`config.mk`:
```
export PLATFORM = sky130hd
export DESIGN_NAME = length_prefixed_arg_decoder_top
export DESIGN_NICKNAME = d
export VERILOG_FILES = /design/src/hdl/lpad_pkg.sv /design/src/hdl/length_prefixed_arg_decoder_top.sv
export SDC_FILE = /design/constraint.sdc
export NUM_CORES = 1
export LEC_CHECK = 0
export ABC_AREA = 0
export BUFFER_PORTS_ARGS = -buffer_cell sky130_fd_sc_hd__buf_4
export CAP_MARGIN = 20
export CORE_MARGIN = 3
export CORE_UTILIZATION = 28
export CTS_CLUSTER_SIZE = 24
export DETAILED_ROUTE_END_ITERATION = 10
export GPL_TIMING_DRIVEN = 0
export PLACE_DENSITY = 0.39
export RECOVER_POWER = 50
export SLEW_MARGIN = 20
export SYNTH_ARGS = -nofsm -noshare
export SYNTH_HDL_FRONTEND = slang
export SYNTH_SLANG_ARGS = --single-unit
```
`constraint.sdc`:
```
create_clock -name clk -period 7.5 [get_ports clk]
set_input_delay 1.5 -clock clk [delete_from_list [all_inputs] [get_ports clk]]
set_output_delay 1.5 -clock clk [all_outputs]
set_load 0.01 [all_outputs]
```
`src/hdl/lpad_pkg.sv`:
```
// Package: shared types and codes for the length-prefixed argument decoder.
`timescale 1ns / 1ps
`default_nettype none

package lpad_pkg;

	// Most arguments one message may carry
	localparam int unsigned MaxFields = 4;
	// Results buffered toward the output
	localparam int unsigned ResDepth = 4;

	// Header byte layout
	localparam logic [7:0] HdrFlagMask = 8'h80;
	localparam logic [7:0] HdrLenMask  = 8'h3f;

	// Input item codes
	localparam logic FuncStart = 1'b0;
	localparam logic FuncByte  = 1'b1;

	typedef enum logic [1:0] {
		PH_IDLE   = 2'd0,
		PH_HEADER = 2'd1,
		PH_DATA   = 2'd2,
		PH_DONE   = 2'd3
	} phase_t;

	typedef enum logic [1:0] {
		KIND_DATA   = 2'd0,
		KIND_END    = 2'd1,
		KIND_STATUS = 2'd2,
		KIND_RSVD   = 2'd3
	} kind_t;

	typedef enum logic [1:0] {
		ST_OK      = 2'd0,
		ST_NO_FLAG = 2'd1,
		ST_OVERRUN = 2'd2,
		ST_RSVD    = 2'd3
	} status_t;

	// One result item
	typedef struct packed {
		kind_t       kind;
		logic [1:0]  field_index;
		logic [7:0]  out_byte;
		status_t     status;
		logic [2:0]  fields_decoded;
		logic        last;
	} res_t;

endpackage

`default_nettype wire

```
`src/hdl/length_prefixed_arg_decoder_top.sv`:
```
// Top level: length-prefixed argument decoder with input register and result queue.
//
//  Channel | Direction | Handshake          | Payload
//  --------+-----------+--------------------+---------------------------------------------
//  in      | sink      | in_valid / in_stall  | func, message_length, field_limit, data_byte
//  out     | source    | out_valid / out_stall| kind, field_index, out_byte, status,
//          |           |                    | fields_decoded, last
//
// An accepted request lands in the input register; from there a single pass of counter
// updates and compares decodes it and writes its results, none up to three, into a
// four-entry result queue. One request per cycle is taken while the queue has room
// for the results it makes; results leave one per cycle while out_stall is low.
// Reset clears the decoder state and empties the queue. Stalling the output only
// fills the queue, then stalls the input.
`timescale 1ns / 1ps
`default_nettype none

module length_prefixed_arg_decoder_top
	import lpad_pkg::*;
(
	input  wire logic        clk,
	input  wire logic        arst_n,

	input  wire logic        in_valid,
	output logic             in_stall,
	input  wire logic        func,
	input  wire logic [15:0] message_length,
	input  wire logic [3:0]  field_limit,
	input  wire logic [7:0]  data_byte,

	output logic             out_valid,
	input  wire logic        out_stall,
	output logic [1:0]       kind,
	output logic [1:0]       field_index,
	output logic [7:0]       out_byte,
	output logic [1:0]       status,
	output logic [2:0]       fields_decoded,
	output logic             last
);

	localparam int unsigned PtrW = $clog2(ResDepth);
	localparam int unsigned CntW = $clog2(ResDepth + 1);

	// Input register
	logic        valid_s1;
	logic        func_s1;
	logic [15:0] mlen_s1;
	logic [3:0]  flim_s1;
	logic [7:0]  byte_s1;

	// Decoder state
	phase_t      phase_q;
	logic [2:0]  fields_done_q;
	logic [5:0]  field_left_q;
	logic [15:0] msg_left_q;
	logic [2:0]  fields_wanted_q;

	// Next state and results of the decode pass
	phase_t      phase_d;
	logic [2:0]  fields_done_d;
	logic [5:0]  field_left_d;
	logic [15:0] msg_left_d;
	logic [2:0]  fields_wanted_d;
	res_t        res [3];
	logic [1:0]  res_cnt;
	logic        do_end;
	logic [5:0]  flen;
	logic        go;

	// Result queue
	res_t            queue_q [ResDepth];
	logic [PtrW-1:0] wr_ptr_q;
	logic [PtrW-1:0] rd_ptr_q;
	logic [CntW-1:0] count_q;
	logic            pop;
	res_t            head;

	// Advance the input register when it is empty or its request is decoded
	assign in_stall = valid_s1 && !go;

	always_ff @(posedge clk or negedge arst_n) begin
		if (!arst_n) begin
			valid_s1 <= 1'b0;
		end else if (!in_stall) begin
			valid_s1 <= in_valid;
		end
	end

	always_ff @(posedge clk) begin
		if (in_valid && !in_stall) begin
			func_s1 <= func;
			mlen_s1 <= message_length;
			flim_s1 <= field_limit;
			byte_s1 <= data_byte;
		end
	end

	// Decode one request against the current state
	always_comb begin
		phase_d         = phase_q;
		fields_done_d   = fields_done_q;
		field_left_d    = field_left_q;
		msg_left_d      = msg_left_q;
		fields_wanted_d = fields_wanted_q;
		res[0]          = '0;
		res[1]          = '0;
		res[2]          = '0;
		res_cnt         = 2'd0;
		do_end          = 1'b0;
		flen            = byte_s1[5:0] & HdrLenMask[5:0];

		if (func_s1 == FuncStart) begin
			// Clamp the wanted count and restart
			fields_wanted_d = (flim_s1 > 4'(MaxFields)) ? 3'(MaxFields) : flim_s1[2:0];
			msg_left_d      = mlen_s1;
			fields_done_d   = 3'd0;
			field_left_d    = 6'd0;
			if (fields_wanted_d == 3'd0 || msg_left_d == 16'd0) begin
				phase_d              = PH_DONE;
				res[0].kind          = KIND_STATUS;
				res[0].status        = ST_OK;
				res[0].fields_decoded = 3'd0;
				res_cnt              = 2'd1;
			end else begin
				phase_d = PH_HEADER;
			end
		end else begin
			unique case (phase_q)
				PH_HEADER: begin
					msg_left_d = msg_left_q - 16'd1;
					if ((byte_s1 & HdrFlagMask) == 8'h00) begin
						// Header flag missing
						phase_d               = PH_DONE;
						res[0].kind           = KIND_STATUS;
						res[0].field_index    = fields_done_q[1:0];
						res[0].status         = ST_NO_FLAG;
						res[0].fields_decoded = fields_done_q;
						res_cnt               = 2'd1;
					end else if ({10'd0, flen} > msg_left_d) begin
						// Field runs past the message
						phase_d               = PH_DONE;
						res[0].kind           = KIND_STATUS;
						res[0].field_index    = fields_done_q[1:0];
						res[0].status         = ST_OVERRUN;
						res[0].fields_decoded = fields_done_q;
						res_cnt               = 2'd1;
					end else if (flen == 6'd0) begin
						field_left_d = 6'd0;
						do_end       = 1'b1;
					end else begin
						field_left_d = flen;
						phase_d      = PH_DATA;
					end
				end
				PH_DATA: begin
					// Copy one data byte
					res[0].kind        = KIND_DATA;
					res[0].field_index = fields_done_q[1:0];
					res[0].out_byte    = byte_s1;
					res_cnt            = 2'd1;
					msg_left_d         = msg_left_q - 16'd1;
					field_left_d       = field_left_q - 6'd1;
					do_end             = (field_left_d == 6'd0);
				end
				default: begin
					// Drop bytes while idle or done
				end
			endcase
		end

		// Close the field; finish the message when the wanted count is met or its bytes run out
		if (do_end) begin
			res[res_cnt].kind        = KIND_END;
			res[res_cnt].field_index = fields_done_d[1:0];
			res_cnt                  = res_cnt + 2'd1;
			fields_done_d            = fields_done_d + 3'd1;
			if (fields_done_d >= fields_wanted_d || msg_left_d == 16'd0) begin
				phase_d                       = PH_DONE;
				res[res_cnt].kind             = KIND_STATUS;
				res[res_cnt].status           = ST_OK;
				res[res_cnt].fields_decoded   = fields_done_d;
				res_cnt                       = res_cnt + 2'd1;
			end else begin
				phase_d = PH_HEADER;
			end
		end

		// Mark the last result of this request
		if (res_cnt != 2'd0) begin
			res[res_cnt - 2'd1].last = 1'b1;
		end
	end

	// Take the request when the queue has room for all of its results
	assign go = valid_s1 && ({{(CntW-2){1'b0}}, res_cnt} <= (CntW'(ResDepth) - count_q));

	// Hold decoder state
	always_ff @(posedge clk or negedge arst_n) begin
		if (!arst_n) begin
			phase_q         <= PH_IDLE;
			fields_done_q   <= 3'd0;
			field_left_q    <= 6'd0;
			msg_left_q      <= 16'd0;
			fields_wanted_q <= 3'd0;
		end else if (go) begin
			phase_q         <= phase_d;
			fields_done_q   <= fields_done_d;
			field_left_q    <= field_left_d;
			msg_left_q      <= msg_left_d;
			fields_wanted_q <= fields_wanted_d;
		end
	end

	// Write results into the queue
	always_ff @(posedge clk) begin
		for (int k = 0; k < 3; k++) begin
			if (go && (2'(k) < res_cnt)) begin
				queue_q[wr_ptr_q + PtrW'(k)] <= res[k];
			end
		end
	end

	assign pop  = out_valid && !out_stall;
	assign head = queue_q[rd_ptr_q];

	// Advance queue pointers and fill count
	always_ff @(posedge clk or negedge arst_n) begin
		if (!arst_n) begin
			wr_ptr_q <= '0;
			rd_ptr_q <= '0;
			count_q  <= '0;
		end else begin
			if (go) begin
				wr_ptr_q <= wr_ptr_q + PtrW'(res_cnt);
			end
			if (pop) begin
				rd_ptr_q <= rd_ptr_q + PtrW'(1);
			end
			count_q <= count_q + (go ? CntW'(res_cnt) : CntW'(0)) - (pop ? CntW'(1) : CntW'(0));
		end
	end

	// Drive the output channel from the queue head
	assign out_valid      = (count_q != '0);
	assign kind           = head.kind;
	assign field_index    = head.field_index;
	assign out_byte       = head.out_byte;
	assign status         = head.status;
	assign fields_decoded = head.fields_decoded;
	assign last           = head.last;

	// Queue never holds more results than it has entries
	a_queue_bound: assert property (@(posedge clk) disable iff (!arst_n)
		count_q <= CntW'(ResDepth))
		else $error("result queue overfilled");

	// A data phase always has bytes of the field to go
	a_data_left: assert property (@(posedge clk) disable iff (!arst_n)
		phase_q == PH_DATA |-> field_left_q != 6'd0)
		else $error("data phase with empty field");

	// Awaiting a header means more fields are still wanted
	a_header_wanted: assert property (@(posedge clk) disable iff (!arst_n)
		phase_q == PH_HEADER |-> fields_done_q < fields_wanted_q)
		else $error("header phase with no fields wanted");

	// A final status always closes its request
	a_status_last: assert property (@(posedge clk) disable iff (!arst_n)
		out_valid && kind == KIND_STATUS |-> last)
		else $error("final status without last");

endmodule

`default_nettype wire

```
==> Word-level counts from Yosys, hierarchy flattened <==
Memories as Yosys holds them, arrays and structs flattened.
Cells that the tools add are included.
{ "totals": {"in_bits": 33, "mem_bits_rw": 72, "memories": 1, "reg_bits": 67, "word_cells": 147, "out_inout_bits": 20} }
{ "op_classes": {"add_sub_neg": 13, "n_bitwise": 3, "reduce_logical": 26, "eq_ne": 7, "mux": 71, "order_cmp": 13} }
{ "mem_list": {"columns": ["name", "depth", "width", "read_ports", "rd_clocked_by_memory_dff", "wr", "line_no", "text"], "rows": [
  ["queue_q", 4, 18, 1, 0, 3, "length_prefixed_arg_decoder_top.sv:71", "res_t queue_q [ResDepth];"]
]} }
{ "ops": {"columns": ["cell", "count"], "rows": [
  ["$bwmux 54", 6],
  ["$demux 18 s2", 6],
  ["$mux 54", 3],
  ["$mux 16", 3],
  ["$mux 18", 2],
  ["$logic_not 16->1", 2],
  ["$mux 6", 5],
  ["$mux 2", 14],
  ["$mux 5", 4],
  ["$gt 6x16->1", 1],
  ["$sub 16x1->16 const B", 1],
  ["$mux 1", 15],
  ["$logic_not 6->1", 2],
  ["$mux 3", 4],
  ["$mux 4", 3],
  ["$pmux 6 s2", 1],
  ["$logic_and 1x1->1", 10],
  ["$mux 10", 1],
  ["$ge 3x3->1 const B", 3],
  ["$lt 3x1->1 const B", 3],
  ["$not 2->3", 3],
  ["$add 2x1->2 const B", 4],
  ["$logic_not 8->1", 1],
  ["$mux 8", 1],
  ["28 further kinds", 35]
]} }

==> Logic depth before layout (Yosys ltp) <==
Gate-level depths: netlist of the first run.
{ "depth": {"depth_word": 20, "ltp_mapped": 31} }

==> Worst setup path before layout of the first run <==
OpenSTA, ideal clock, no wires.
{ "synth_timing": {"path_type": "reg-to-reg", "startpoint": "register func_s1", "endpoint": "memory queue_q[1][0] in the netlist's numbering (enable)", "synth_period_minus_slack_ns": 6.778, "path_stages_with_launch": 28, "path_buffers": 9, "setup_time_ns": 0.400, "path_slack_ns": 0.722, "arrival_ns": 6.378, "cell_sequence": "edfxtp_1 > clkbuf_1 > buf_1 > clkbuf_1 > clkbuf_1 > clkbuf_1 > o21ai_0 > ha_1 > nand2b_1 > a21o_1 > a21oi_1 > o31ai_1 > a2bb2oi_4 > ha_1 > buf_1 > o21ai_0 > inv_1 > ha_1 > nand2_1 > o211ai_1 > and2_1 > clkbuf_1 > nand2b_1 > clkbuf_1 > nor2_2 > inv_1 > buf_2 > o22ai_1"} }
{ "synth_rtl": {"columns": ["element", "line_no", "text"], "rows": [
  ["from (decl)", "length_prefixed_arg_decoder_top.sv:46", "logic func_s1;"],
  ["from (signal assigned)", "length_prefixed_arg_decoder_top.sv:91", "func_s1 <= func;"],
  ["to (decl)", "length_prefixed_arg_decoder_top.sv:71", null]
]} }

==> Final worst setup path of the first run <==
{ "layout_timing": {"startpoint": "register func_s1", "endpoint": "register count_q[2]"} }
{ "layout_between": {"word_cells_on_any_way": 18, "cone_classes": "add/sub: 5; order compare: 2; mux: 8; reduce/logical: 3"} }
{ "layout_rtl": {"columns": ["element", "line_no", "text"], "rows": [
  ["$mux 3 *", "length_prefixed_arg_decoder_top.sv:112", "if (func_s1 == FuncStart) begin"],
  ["net fields_wanted_d[0]", "length_prefixed_arg_decoder_top.sv:63", "logic [2:0] fields_wanted_d;"],
  ["$ge 3x3->1 *", "length_prefixed_arg_decoder_top.sv:177", "if (fields_done_d >= fields_wanted_d || msg_left_d == 16'd0) begin"],
  ["$logic_or 1x1->1 *", "length_prefixed_arg_decoder_top.sv:177", null],
  ["$mux 2 *", "length_prefixed_arg_decoder_top.sv:177", null],
  ["$mux 2 *", "length_prefixed_arg_decoder_top.sv:172", "if (do_end) begin"],
  ["$le 2x3->1", "length_prefixed_arg_decoder_top.sv:195", "assign go = valid_s1 && ({{(CntW-2){1'b0}}, res_cnt} <= (CntW'(ResDepth) - count_q));"],
  ["$logic_and 1x1->1", "length_prefixed_arg_decoder_top.sv:195", null],
  ["$mux 2 *", "length_prefixed_arg_decoder_top.sv:239", "count_q <= count_q + (go ? CntW'(res_cnt) : CntW'(0)) - (pop ? CntW'(1) : CntW'(0));"],
  ["$add 3x2->3 *", "length_prefixed_arg_decoder_top.sv:239", null],
  ["$sub 3x1->3 *", "length_prefixed_arg_decoder_top.sv:239", null],
  ["to (signal assigned)", "length_prefixed_arg_decoder_top.sv:239", null],
  ["to (decl)", "length_prefixed_arg_decoder_top.sv:74", "logic [CntW-1:0] count_q;"]
]} }
Mark *: on every way through the listed nets, which the timed path passes. The rest lies on a longest branch.
A chain may end at the register's enable or synchronous reset.

==> impl_metrics.env, run 1 <==
export IMPL_status="complete, but fails checks"
export IMPL_violations="capacitance limit, slew limit"
export IMPL_synthArstFlopShare_pct=27.34
export IMPL_end_kind="flip-flop"
export IMPL_yosysWarnings=0
export IMPL_dp_hpwl_mm=16.44
export IMPL_cap_viol_max_count=2
export IMPL_reg2reg_from="func_s1"
export IMPL_synthesis_nets=813
export IMPL_drc=0
export IMPL_synth_flop_cell="edfxtp_1"
export IMPL_cp_required_ns=7.85
export IMPL_syn_inst=753
export IMPL_die_h_um=173.6
export IMPL_numPortBuffers=52
export IMPL_synth_distinct_cells=69
export IMPL_crit_type="reg2reg"
export IMPL_combPwrFrac_pct=41.7
export IMPL_rsz0062_at_grt="false"
export IMPL_track_usage_pct=15.75
export IMPL_finalMaxSlewViolations=69
export IMPL_cts_hold_buffers_added=0
export IMPL_max_freq_ghz=0.1427
export IMPL_final_util_pct=34.34
export IMPL_p_int_mw=1.974
export IMPL_avgSynthCellArea_um2=10.45
export IMPL_grt_pass1_wl_mm=36.90
export IMPL_cts_sinks=139
export IMPL_wire_per_inst_um=18.96
export IMPL_max_vdd_ir_drop_uv=117.4
export IMPL_fin_ws_ns=0.4921
export IMPL_antenna_found_initial=0
export IMPL_cts_max_level=4
export IMPL_cts_tree="done"
export IMPL_critPathArrivalTime_ns=7.36
export IMPL_fp_dieArea_um2=30140
export IMPL_total_power_mw=3.367
export IMPL_p_sw_share_pct=41.37
export IMPL_grt_ovfl_total=0
export IMPL_synth_edf_count=101
export IMPL_nNetsFinal=887
export IMPL_final_hold_viol_count=0
export IMPL_ant_nets=0
export IMPL_pre_cts_slack_ns=-1.491
export IMPL_cts_made_buffers=17
export IMPL_cts_buffer_depth=2
export IMPL_setup_tns_ns=0
export IMPL_crit_fanout=10
export IMPL_cts_reportedPaths_clkPinSlew_ns=0.07
export IMPL_initial_core_util_pct=28.87
export IMPL_n_antenna_cell=0
export IMPL_place_congestion=0.8670
export IMPL_fin_crit_sh_pct=93.44
export IMPL_worst_setup_path_start_kind="flip-flop"
export IMPL_vias=6016
export IMPL_power_density_nw_per_um2=359.9
export IMPL_fin_skew_ns=0.007699
export IMPL_synth_seq_cells=139
export IMPL_routed_wl_mm=22.98
export IMPL_power_switching_mw=1.393
export IMPL_finalCriticalPeriod_ns=7.008
export IMPL_crit_path_start="func_s1"
export IMPL_min_from="fields_wanted_q[0]"
export IMPL_hold_path_class="reg2reg"
export IMPL_fp_dieW_um=173.6
export IMPL_clkLatencyLatePin_ns=0.43
export IMPL_fp_coreArea_um2=27250
export IMPL_core_rowCount=60
export IMPL_root_buffer="clkbuf_16"
export IMPL_pwr_share_clk_pct=24.8
export IMPL_worst_pin_slew_ns=2.397
export IMPL_final_common_cell="edfxtp_1"
export IMPL_synth_area_um2=7866
export IMPL_drt_first_pass_iters=4
export IMPL_p_leak_nw=3.475
export IMPL_grt_max_degree=39
export IMPL_seqPwrFrac_pct=33.5
export IMPL_slew_headroom_pct=-59.77
export IMPL_drt_iter0_drc=397
export IMPL_holdWs_ns=0.5175
export IMPL_finalSetupViolations=0
export IMPL_grt_pass1_vias=6341
export IMPL_via_per_inst=4.964
export IMPL_final_cell_mix="101 x edfxtp_1, 99 x nor2_1, 64 x nand2_1, 56 x a21oi_1, 48 x clkbuf_1"
export IMPL_drive_gt1_share_pct=16.31
export IMPL_synth_seq_area_share_pct=50.64
export IMPL_boundaryPins=53
export IMPL_area_growth_pct=18.96
-- worst max-delay path, stage by stage, from the launching register on --
cell,delay (ns)
edfxtp_1,0.39
buf_2,0.30
clkbuf_2,0.34
clkbuf_2,0.29
clkbuf_2,0.32
o21ai_0,0.17
ha_1,0.31
nand2b_1,0.14
a21o_1,0.17
a21oi_1,0.29
o31ai_1,0.18
a2bb2oi_4,0.22
ha_1,0.37
buf_2,0.23
o21ai_2,0.27
inv_1,0.08
ha_1,0.27
nand2_1,0.05
o211ai_1,0.13
and2_2,0.38
nand2b_1,0.30
nor2_2,0.27
inv_1,0.10
buf_2,0.23
ha_1,0.34
fa_1,0.46
xnor2_1,0.18
xnor2_1,0.13
-- power by group through the flow --
| stage | Sequential, mW | Clock [mW] | Combinational, mW |
|---|---|---|---|
| after floorplan | 1.10 | 0 | 0.981 |
| after global placement | 1.14 | 0 | 1.42 |
| after detailed placement | 1.14 | 0 | 1.46 |
| after CTS | 1.13 | 0.861 | 1.46 |
| after global routing | 1.15 | 0.900 | 1.58 |
| final | 1.13 | 0.836 | 1.40 |
-- flip-flops by register name, summed over array words and instances (netlist names), 2 cells and up --
register / cells
byte_s1: 8
count_q: 3
field_left_q: 6
fields_done_q: 3
fields_wanted_q: 3
flim_s1: 4
mlen_s1: 16
msg_left_q: 16
phase_q: 2
queue_q: 72
rd_ptr_q: 2
wr_ptr_q: 2
-- cell usage after synthesis, types with 4 or more instances --
| library cell | n | area share [%] |
|---|---|---|
| a211oi_1 | 13 | 1.2 |
| a21oi_1 | 56 | 3.6 |
| a22o_1 | 5 | 0.56 |
| a31oi_1 | 6 | 0.48 |
| and2_1 | 7 | 0.56 |
| and3_1 | 5 | 0.40 |
| buf_1 | 5 | 0.24 |
| buf_2 | 8 | 0.51 |
| clkbuf_1 | 34 | 1.6 |
| dfrtp_1 | 38 | 12 |
| edfxtp_1 | 101 | 39 |
| ha_1 | 26 | 4.1 |
| inv_1 | 35 | 1.7 |
| mux2i_1 | 6 | 0.76 |
| mux4_2 | 18 | 5.2 |
| nand2_1 | 64 | 3.1 |
| nand2b_1 | 12 | 0.95 |
| nand3_1 | 21 | 1.3 |
| nand4_1 | 4 | 0.32 |
| nor2_1 | 99 | 4.7 |
| nor2b_1 | 9 | 0.72 |
| nor3_1 | 26 | 1.7 |
| nor3_2 | 4 | 0.51 |
| nor4_1 | 10 | 0.80 |
| o21ai_0 | 36 | 2.3 |
| o22ai_1 | 11 | 0.87 |
| o31ai_1 | 10 | 0.95 |
| or2_2 | 4 | 0.32 |
| xnor2_1 | 15 | 1.7 |
| xor2_1 | 5 | 0.56 |
-- metrics by stage --
stage	cell area, um^2	cells
2_1_floorplan	7866	753
5_1_grt	9358	1212
6_report	9358	1212
4_1_cts	9392	1209
3_5_place_dp	8816	1179
3_3_place_gp	8722	1177
-- kinds of logic (layout without fill, tap and decap cells) --
| group | count (synthesis) | after routing | share of synthesized area, % |
|---|---|---|---|
| fa+ha+maj | 27 | 27 | 4.390 |
| compound gates | 168 | 168 | 13.71 |
| buf+inv | 84 | 171 | 4.231 |
| mux | 25 | 25 | 6.060 |
| xor+xnor | 20 | 20 | 2.227 |
| simple gates | 290 | 290 | 18.74 |
| flops | 139 | 139 | 50.64 |
-- what timing repair did --
| action | 4_1_cts | 5_1_grt |
|---|---|---|
| setup endpoints to repair | 171 | 87 |
| pin swaps | 0 | 1 |
| buffers inserted | 0 | 4 |
| resized for setup | 7 | 4 |
-- layer usage --
layer / track usage [%] / share of wire, % / up-vias
li1: - / - / 2928
met1: 20.99 / 47 / 2930
met2: 26.33 / 48 / 138
met3: 2.957 / 4.0 / 20
met4: 4.323 / 1.3 / 0
met5: 0 / 0 / -
-- path summary, 6_finish.rpt --
check	end	slack (ns)	depth (start not counted)
hold reg to reg	fields_wanted_q[0]	0.52	2
max in group asynchronous	field_left_q[4]	4.34	1
min in group asynchronous	fields_wanted_q[2]	1.80	1
setup reg to reg	count_q[2]	0.49	27
setup / recovery	count_q[2]	0.49	27
hold / removal	fields_wanted_q[0]	0.52	2
-- final cells by class --
| type | count | area (um^2) |
|---|---|---|
| inverter | 36 | 135.1 |
| clock inverter | 15 | 150.1 |
| fill | 2791 | 17890 |
| sequential | 139 | 3984 |
| timing repair buffer | 58 | 387.9 |
| tap | 372 | 465.4 |
| clock buffer | 17 | 425.4 |
| buffer | 45 | 193.9 |
| multi-input combinational | 530 | 3616 |
Note: power is estimated with default switching activity, not from simulation.
==> inputs of run 2 (changes only) <==
Settings changed: ABC_AREA 0 to not set, CTS_BUF_LIST set to sky130_fd_sc_hd__clkbuf_2.
==> run 2 against run 1 <==
Against the previous run:
- the run still ends with capacitance limit, slew limit left
- critical endpoint is now in_stall
- flip-flop and latch count is the same
- largest power group unchanged
- clock power is 45% lower
- combinational power about the same
- hold slack gained 0.023 ns
- routed wire length grew 0.48%
- maximum frequency decreased by 1.7%
==> impl_metrics.env, run 2 (same netlist as run 1, synthesis figures left out) <==
export IMPL_status="complete, but fails checks"
export IMPL_violations="capacitance limit, slew limit"
export IMPL_grt_max_degree=39
export IMPL_stdcell_count=1214
export IMPL_placed_cells=1179
export IMPL_grt_pass1_wl_mm=36.80
export IMPL_area_growth_pct=15.16
export IMPL_max_freq_ghz=0.1402
export IMPL_finalMaxSlewViolations=69
export IMPL_antenna_found_initial=1
export IMPL_cts_sinks=139
export IMPL_cts_reportedPaths_clkPinSlew_ns=0.27
export IMPL_end_kind="primary output"
export IMPL_largestRegisters="queue_q: 72 flops, mlen_s1: 16 flops, msg_left_q: 16 flops"
export IMPL_dp_hpwl_mm=16.44
export IMPL_p_leak_nw=3.351
export IMPL_clkLatencyLatePin_ns=0.76
export IMPL_place_congestion=0.8670
export IMPL_core_rowCount=60
export IMPL_wire_per_inst_um=19.02
export IMPL_power_density_nw_per_um2=331.7
export IMPL_slew_headroom_pct=-59.29
export IMPL_drive_gt1_share_pct=16.77
export IMPL_critPathSlowestCell="or4b_2"
export IMPL_fp_dieArea_um2=30140
export IMPL_cp_required_ns=6.00
export IMPL_grt_pass1_vias=6309
export IMPL_largest_reg_flops=72
export IMPL_routed_wl_mm=23.09
export IMPL_final_cell_mix="101 x edfxtp_1, 99 x nor2_1, 64 x nand2_1, 56 x a21oi_1, 48 x clkbuf_1"
export IMPL_cp_top_family="simple AND/OR/NAND/NOR gates"
export IMPL_fp_dieW_um=173.6
export IMPL_via_per_inst=4.974
export IMPL_fill_cells=2824
export IMPL_fin_crit_sh_pct=95.08
export IMPL_fin_skew_ns=0.04425
export IMPL_worst_pin_slew_ns=2.389
export IMPL_final_util_pct=33.24
export IMPL_critical_path_max_stage_delay_ns=0.75
export IMPL_root_buffer="clkbuf_2"
export IMPL_finalCriticalPeriod_ns=7.131
export IMPL_top_register="queue_q"
export IMPL_grt_ovfl_total=0
export IMPL_max_vdd_ir_drop_uv=96.46
export IMPL_critPathArrivalTime_ns=5.63
export IMPL_critPathMostFrequentCell="inv_1"
export IMPL_drt_first_pass_iters=5
export IMPL_cts_tree="done"
export IMPL_nNetsFinal=888
export IMPL_final_hold_viol_count=0
export IMPL_numPortBuffers=52
export IMPL_total_power_mw=3.004
export IMPL_crit_fanout=10
export IMPL_hold_path_class="reg2reg"
export IMPL_vias=6038
export IMPL_drc=0
export IMPL_cap_viol_max_count=2
export IMPL_track_usage_pct=15.69
export IMPL_cts_max_level=4
export IMPL_drt_iter0_drc=384
export IMPL_initial_core_util_pct=28.87
export IMPL_worst_path_buf_inv=6
export IMPL_worst_setup_path_start_kind="flip-flop"
export IMPL_die_h_um=173.6
export IMPL_final_common_cell="edfxtp_1"
export IMPL_r2r_slack_ns=0.45
export IMPL_fp_coreArea_um2=27250
export IMPL_boundaryPins=53
export IMPL_cts_made_buffers=17
export IMPL_cts_hold_buffers_added=0
export IMPL_cts_buffer_depth=2
export IMPL_worstPathCellList="inv_1 -> ha_1 -> or4b_1 -> or4b_2 -> xor2_1 -> a31o_2 -> nand4_1 -> a2bb2oi_4 -> ha_1 -> buf_2 -> o21ai_2 -> inv_1 -> ha_1 -> nand2_1 -> o211ai_1 -> inv_1 -> nand2_1 -> inv_1 -> buf_4"
export IMPL_crit_type="reg2out"
export IMPL_ant_nets=0
export IMPL_finalSetupViolations=0
## run 2: cell types whose count changed in the layout (fill, tap and decap cells not counted), sizes merged
cell | before | now
buf | 22 | 23
diode | 0 | 1
## run 2: power by group
part | internal [mW] | switching [mW] | total, mW | leakage (nW)
Sequential | 1.01 | 0.112 | 1.13 | 1.40
Clock | 0.106 | 0.356 | 0.462 | 0.134
Combinational | 0.520 | 0.896 | 1.42 | 1.82
Total | 1.64 | 1.36 | 3.00 | 3.35
## run 2: cell type report
type	count	area, um^2	area share (%)
Tap cell	372	465.4	5.138
Clock inverter	15	150.1	1.657
Sequential cell	139	3984	43.98
Inverter	36	135.1	1.492
Buffer	46	205.2	2.265
Antenna cell	1	2.502	0.02762
Clock buffer	17	85.08	0.9392
Timing Repair Buffer	58	391.6	4.323
Multi-Input combinational cell	530	3640	40.18
## run 2: repair_timing
| item | CTS | global route |
|---|---|---|
| buffers inserted | 1 | 3 |
| resized for setup | 7 | 13 |
| pin swaps | 1 | 1 |
| endpoints found under the setup margin | 185 | 98 |
## run 2: path summary, 6_finish.rpt
check                                       from                to  cells after the start
worst min register to register  fields_done_q[0]  fields_done_q[0]                      1
worst min-delay path            fields_done_q[0]  fields_done_q[0]                      1
worst max register to register     msg_left_q[0]        count_q[2]                     25
max in group asynchronous                 arst_n  fields_done_q[1]                      1
min in group asynchronous                 arst_n     msg_left_q[8]                      1
worst max-delay path               msg_left_q[0]          in_stall                     19
## run 2: through the flow
stage | cell area, um^2 | worst slack [ns] | setup TNS, ns | hold slack [ns]
2_1_floorplan | 7866 | 0.7224 | 0 | 0.4542
3_3_place_gp | 8722 | -2.558 | -245.03 | 0.4915
3_5_place_dp | 8816 | -1.491 | -177.91 | 0.4992
4_1_cts | 9059 | 0.04166 | 0 | 0.5405
5_1_grt | 9059 | -0.003224 | -0.003224 | 0.5528
6_report | 9059 | 0.3693 | 0 | 0.5408
## run 2: per-layer routing
layer	routed length [um]	GRT usage, %	share of wire (%)
met2	11080	26.42	48
met5	0	0	0
met3	789	2.081	3.4
met1	10820	20.99	47
met4	397	5.027	1.7
==> inputs of run 3 (changes only) <==
Settings changed: ABC_AREA set to 1, SKIP_LAST_GASP set to 1.
==> run 3 against run 2 <==
Against the previous run:
- the run still ends with capacitance limit, slew limit left
- maximum frequency grew 3.6%
- power grew 5.7%
- clock power hardly changed
- sequential power barely moved
- die area down 0.21%
- global-route usage rose by 0.30 points
- register-to-register slack improved by 0.37 ns
- design area decreased by 2.1%
- sequential share of layout area increased by 0.94 points
==> impl_metrics.env, run 3 <==
export IMPL_status="complete, but fails checks"
export IMPL_violations="capacitance limit, slew limit"
export IMPL_reg2reg_from="func_s1"
export IMPL_worst_path_buf_inv=6
export IMPL_rr_worst_depth=28
export IMPL_endpoint="in_stall"
export IMPL_crit_cells=19
export IMPL_fin_skew_ns=0.05459
export IMPL_nNetsFinal=1080
export IMPL_cts_sinks=139
export IMPL_synthArstFlopShare_pct=27.34
export IMPL_critPathMostFrequentCell="nand2_1"
export IMPL_cp_top_family="buffers and inverters"
export IMPL_top_register="queue_q"
export IMPL_synth_edf_count=101
export IMPL_dp_hpwl_mm=16.86
export IMPL_synth_area_leader_cell="edfxtp_1"
export IMPL_cts_tree="done"
export IMPL_max_freq_ghz=0.1453
export IMPL_fin_crit_sh_pct=91.75
export IMPL_synth_top_area_share_pct=38.64
export IMPL_antenna_found_initial=1
export IMPL_hold_path_class="reg2reg"
export IMPL_ys_top_cells_by_count="280 x nand2_1, 149 x nor2_1, 101 x edfxtp_1, 96 x o21ai_0, 76 x inv_1"
export IMPL_rsz0062_at_grt="false"
export IMPL_cts_made_buffers=17
export IMPL_stdcell_count=1406
export IMPL_grt_ovfl_total=0
export IMPL_synth_flop_cell="edfxtp_1"
export IMPL_avgSynthCellArea_um2=8.262
export IMPL_fill_cells=3014
export IMPL_largestRegisters="queue_q: 72 flops, mlen_s1: 16 flops, msg_left_q: 16 flops"
export IMPL_final_cell_mix="283 x nand2_1, 150 x nor2_1, 101 x edfxtp_1, 96 x o21ai_0, 76 x inv_1"
export IMPL_holdWs_ns=0.4843
export IMPL_synthTopCellsByArea="edfxtp_1 39%, nand2_1 13%, dfrtp_1 12%, nor2_1 7.1%, o21ai_0 6.1%"
export IMPL_slew_headroom_pct=-68.18
export IMPL_synthesis_nets=1010
export IMPL_core_rowCount=60
export IMPL_final_util_pct=32.55
export IMPL_crit_fanout=10
export IMPL_synth_seq_area_share_pct=50.76
export IMPL_yosysWarnings=0
export IMPL_pre_cts_slack_ns=0.02932
export IMPL_cts_reportedPaths_clkPinSlew_ns=0.25
export IMPL_drc=0
export IMPL_r2r_end="count_q[2]"
export IMPL_critPathArrivalTime_ns=5.38
export IMPL_die_h_um=173.4
export IMPL_track_usage_pct=15.98
export IMPL_wire_per_inst_um=16.77
export IMPL_via_per_inst=4.592
export IMPL_cp_required_ns=6.00
export IMPL_p_leak_nw=3.761
export IMPL_placed_cells=1374
export IMPL_final_common_cell="nand2_1"
export IMPL_post_cts_buffers=0
export IMPL_worst_setup_path_start_kind="flip-flop"
export IMPL_fin_ws_ns=0.6190
export IMPL_final_hold_viol_count=0
export IMPL_worstPathCellList="clkbuf_1 -> clkbuf_1 -> clkbuf_1 -> o21ai_0 -> ha_1 -> o21ai_0 -> nand2_1 -> a21oi_1 -> nand2_1 -> ha_1 -> inv_1 -> nor2_1 -> inv_1 -> nand2_1 -> ha_1 -> nand2_1 -> o211ai_1 -> nor2_1 -> buf_4"
export IMPL_root_buffer="clkbuf_2"
export IMPL_crit_path_start="func_s1"
export IMPL_drive_gt1_share_pct=9.971
export IMPL_grt_max_degree=39
export IMPL_cts_buffer_depth=2
export IMPL_cap_viol_max_count=1
export IMPL_vias=6456
export IMPL_critPathSlowestCell="edfxtp_1"
export IMPL_syn_inst=950
export IMPL_total_power_mw=3.176
export IMPL_synth_most_common_cell="nand2_1"
export IMPL_r2r_slack_ns=0.82
export IMPL_fp_coreArea_um2=27250
export IMPL_critical_path_max_stage_delay_ns=0.51
export IMPL_fp_dieArea_um2=30080
export IMPL_worst_pin_slew_ns=2.523
export IMPL_fp_dieW_um=173.4
export IMPL_end_kind="primary output"
export IMPL_place_congestion=0.8381
export IMPL_power_density_nw_per_um2=358.0
export IMPL_largest_reg_flops=72
export IMPL_crit_type="reg2out"
export IMPL_initial_core_util_pct=28.80
export IMPL_ant_nets=0
export IMPL_grt_pass1_wl_mm=37.52
export IMPL_max_vdd_ir_drop_uv=123.1
export IMPL_drt_iter0_drc=456
export IMPL_finalSetupViolations=0
export IMPL_grt_pass1_vias=6551
export IMPL_finalCriticalPeriod_ns=6.881
export IMPL_routed_wl_mm=23.58
export IMPL_numPortBuffers=52
export IMPL_boundaryPins=53
export IMPL_synth_area_um2=7849
export IMPL_synth_distinct_cells=38
export IMPL_finalMaxSlewViolations=39
export IMPL_cts_max_level=4
export IMPL_area_growth_pct=13.01
export IMPL_synth_seq_cells=139
export IMPL_drt_first_pass_iters=8
export IMPL_clkLatencyLatePin_ns=0.73
[run 3: changes by cell type after synthesis, moves of 18 or more]
cell     delta
o21ai_0    +60
mux4_2     -18
nor2_1     +50
a21oi_1    -30
inv_1      +41
nand2_1   +216
nor3_1     -20
[run 3: area by class of cell]
class                   instances  area, um^2  share of cell area [%]
flip-flops and latches        139        3984                   44.91
diodes                          1       2.502                 0.02821
repair buffers                 52       311.5                   3.512
plain buffers                  27       103.9                   1.171
clock buffers                  17       85.08                  0.9592
inverters                      81       304.0                   3.428
multi-input cells             702        3458                   38.99
clock inverters                15       155.1                   1.749
well taps                     372       465.4                   5.248
[run 3: per-stage QoR]
stage | cell area [um^2] | setup TNS, ns
floorplan | 7849 | 0
global placement | 8705 | -3.894
detailed placement | 8715 | 0
CTS | 8965 | 0
global route | 8870 | 0
finish | 8870 | 0
[run 3: worst min path at each step]
stage                     from    endpoint  cells past startpoint
CTS                 count_q[2]  count_q[2]                      1
global placement    count_q[2]  count_q[2]                      1
finish              count_q[2]  count_q[2]                      1
floorplan           count_q[2]  count_q[2]                      1
global route        count_q[2]  count_q[2]                      1
detailed placement  count_q[2]  count_q[2]                      1
[run 3: metal layers]
metal	up-vias	wire (um)	GRT usage, %
met2	119	11380	27.48
met5	-	0	0
met4	0	236	3.108
li1	3299	-	-
met3	16	876	2.869
met1	3022	11080	21.19
[run 3: where the power goes]
part	internal, mW	switching (mW)	leakage [nW]
combinational	0.469	1.08	2.21
sequential	1.03	0.132	1.41
clock	0.133	0.330	0.143
[run 3: timing repair]
item / in CTS / in global routing
setup endpoints to repair: 17 / 66
resized for setup: 2 / 1
hold buffers: 0 / 0
endpoints found under the hold margin: 0 / 0
[run 3: cells by family (layout without fill, tap and decap cells)]
family                   count (synthesis)  count (layout)  share of synthesized area [%]
AO/OA/AOI/OAI                          161             161                          11.08
XOR/XNOR                                12              12                          1.339
adder cells (fa/ha/maj)                 27              27                          4.400
buffers and inverters                  109             192                          5.245
flip-flops                             139             139                          50.76
other                                    0               1                              0
AND/OR/NAND/NOR                        502             502                          27.18
[run 3: worst register-to-register path, delay by kind of cell, from the launching register on]
kind	cells	cell delay [ns]
flip-flops	1	0.51
AO/OA/AOI/OAI	4	0.75
XOR/XNOR	2	0.36
adder cells (fa/ha/maj)	6	1.59
AND/OR/NAND/NOR	7	1.02
buffers and inverters	9	2.38
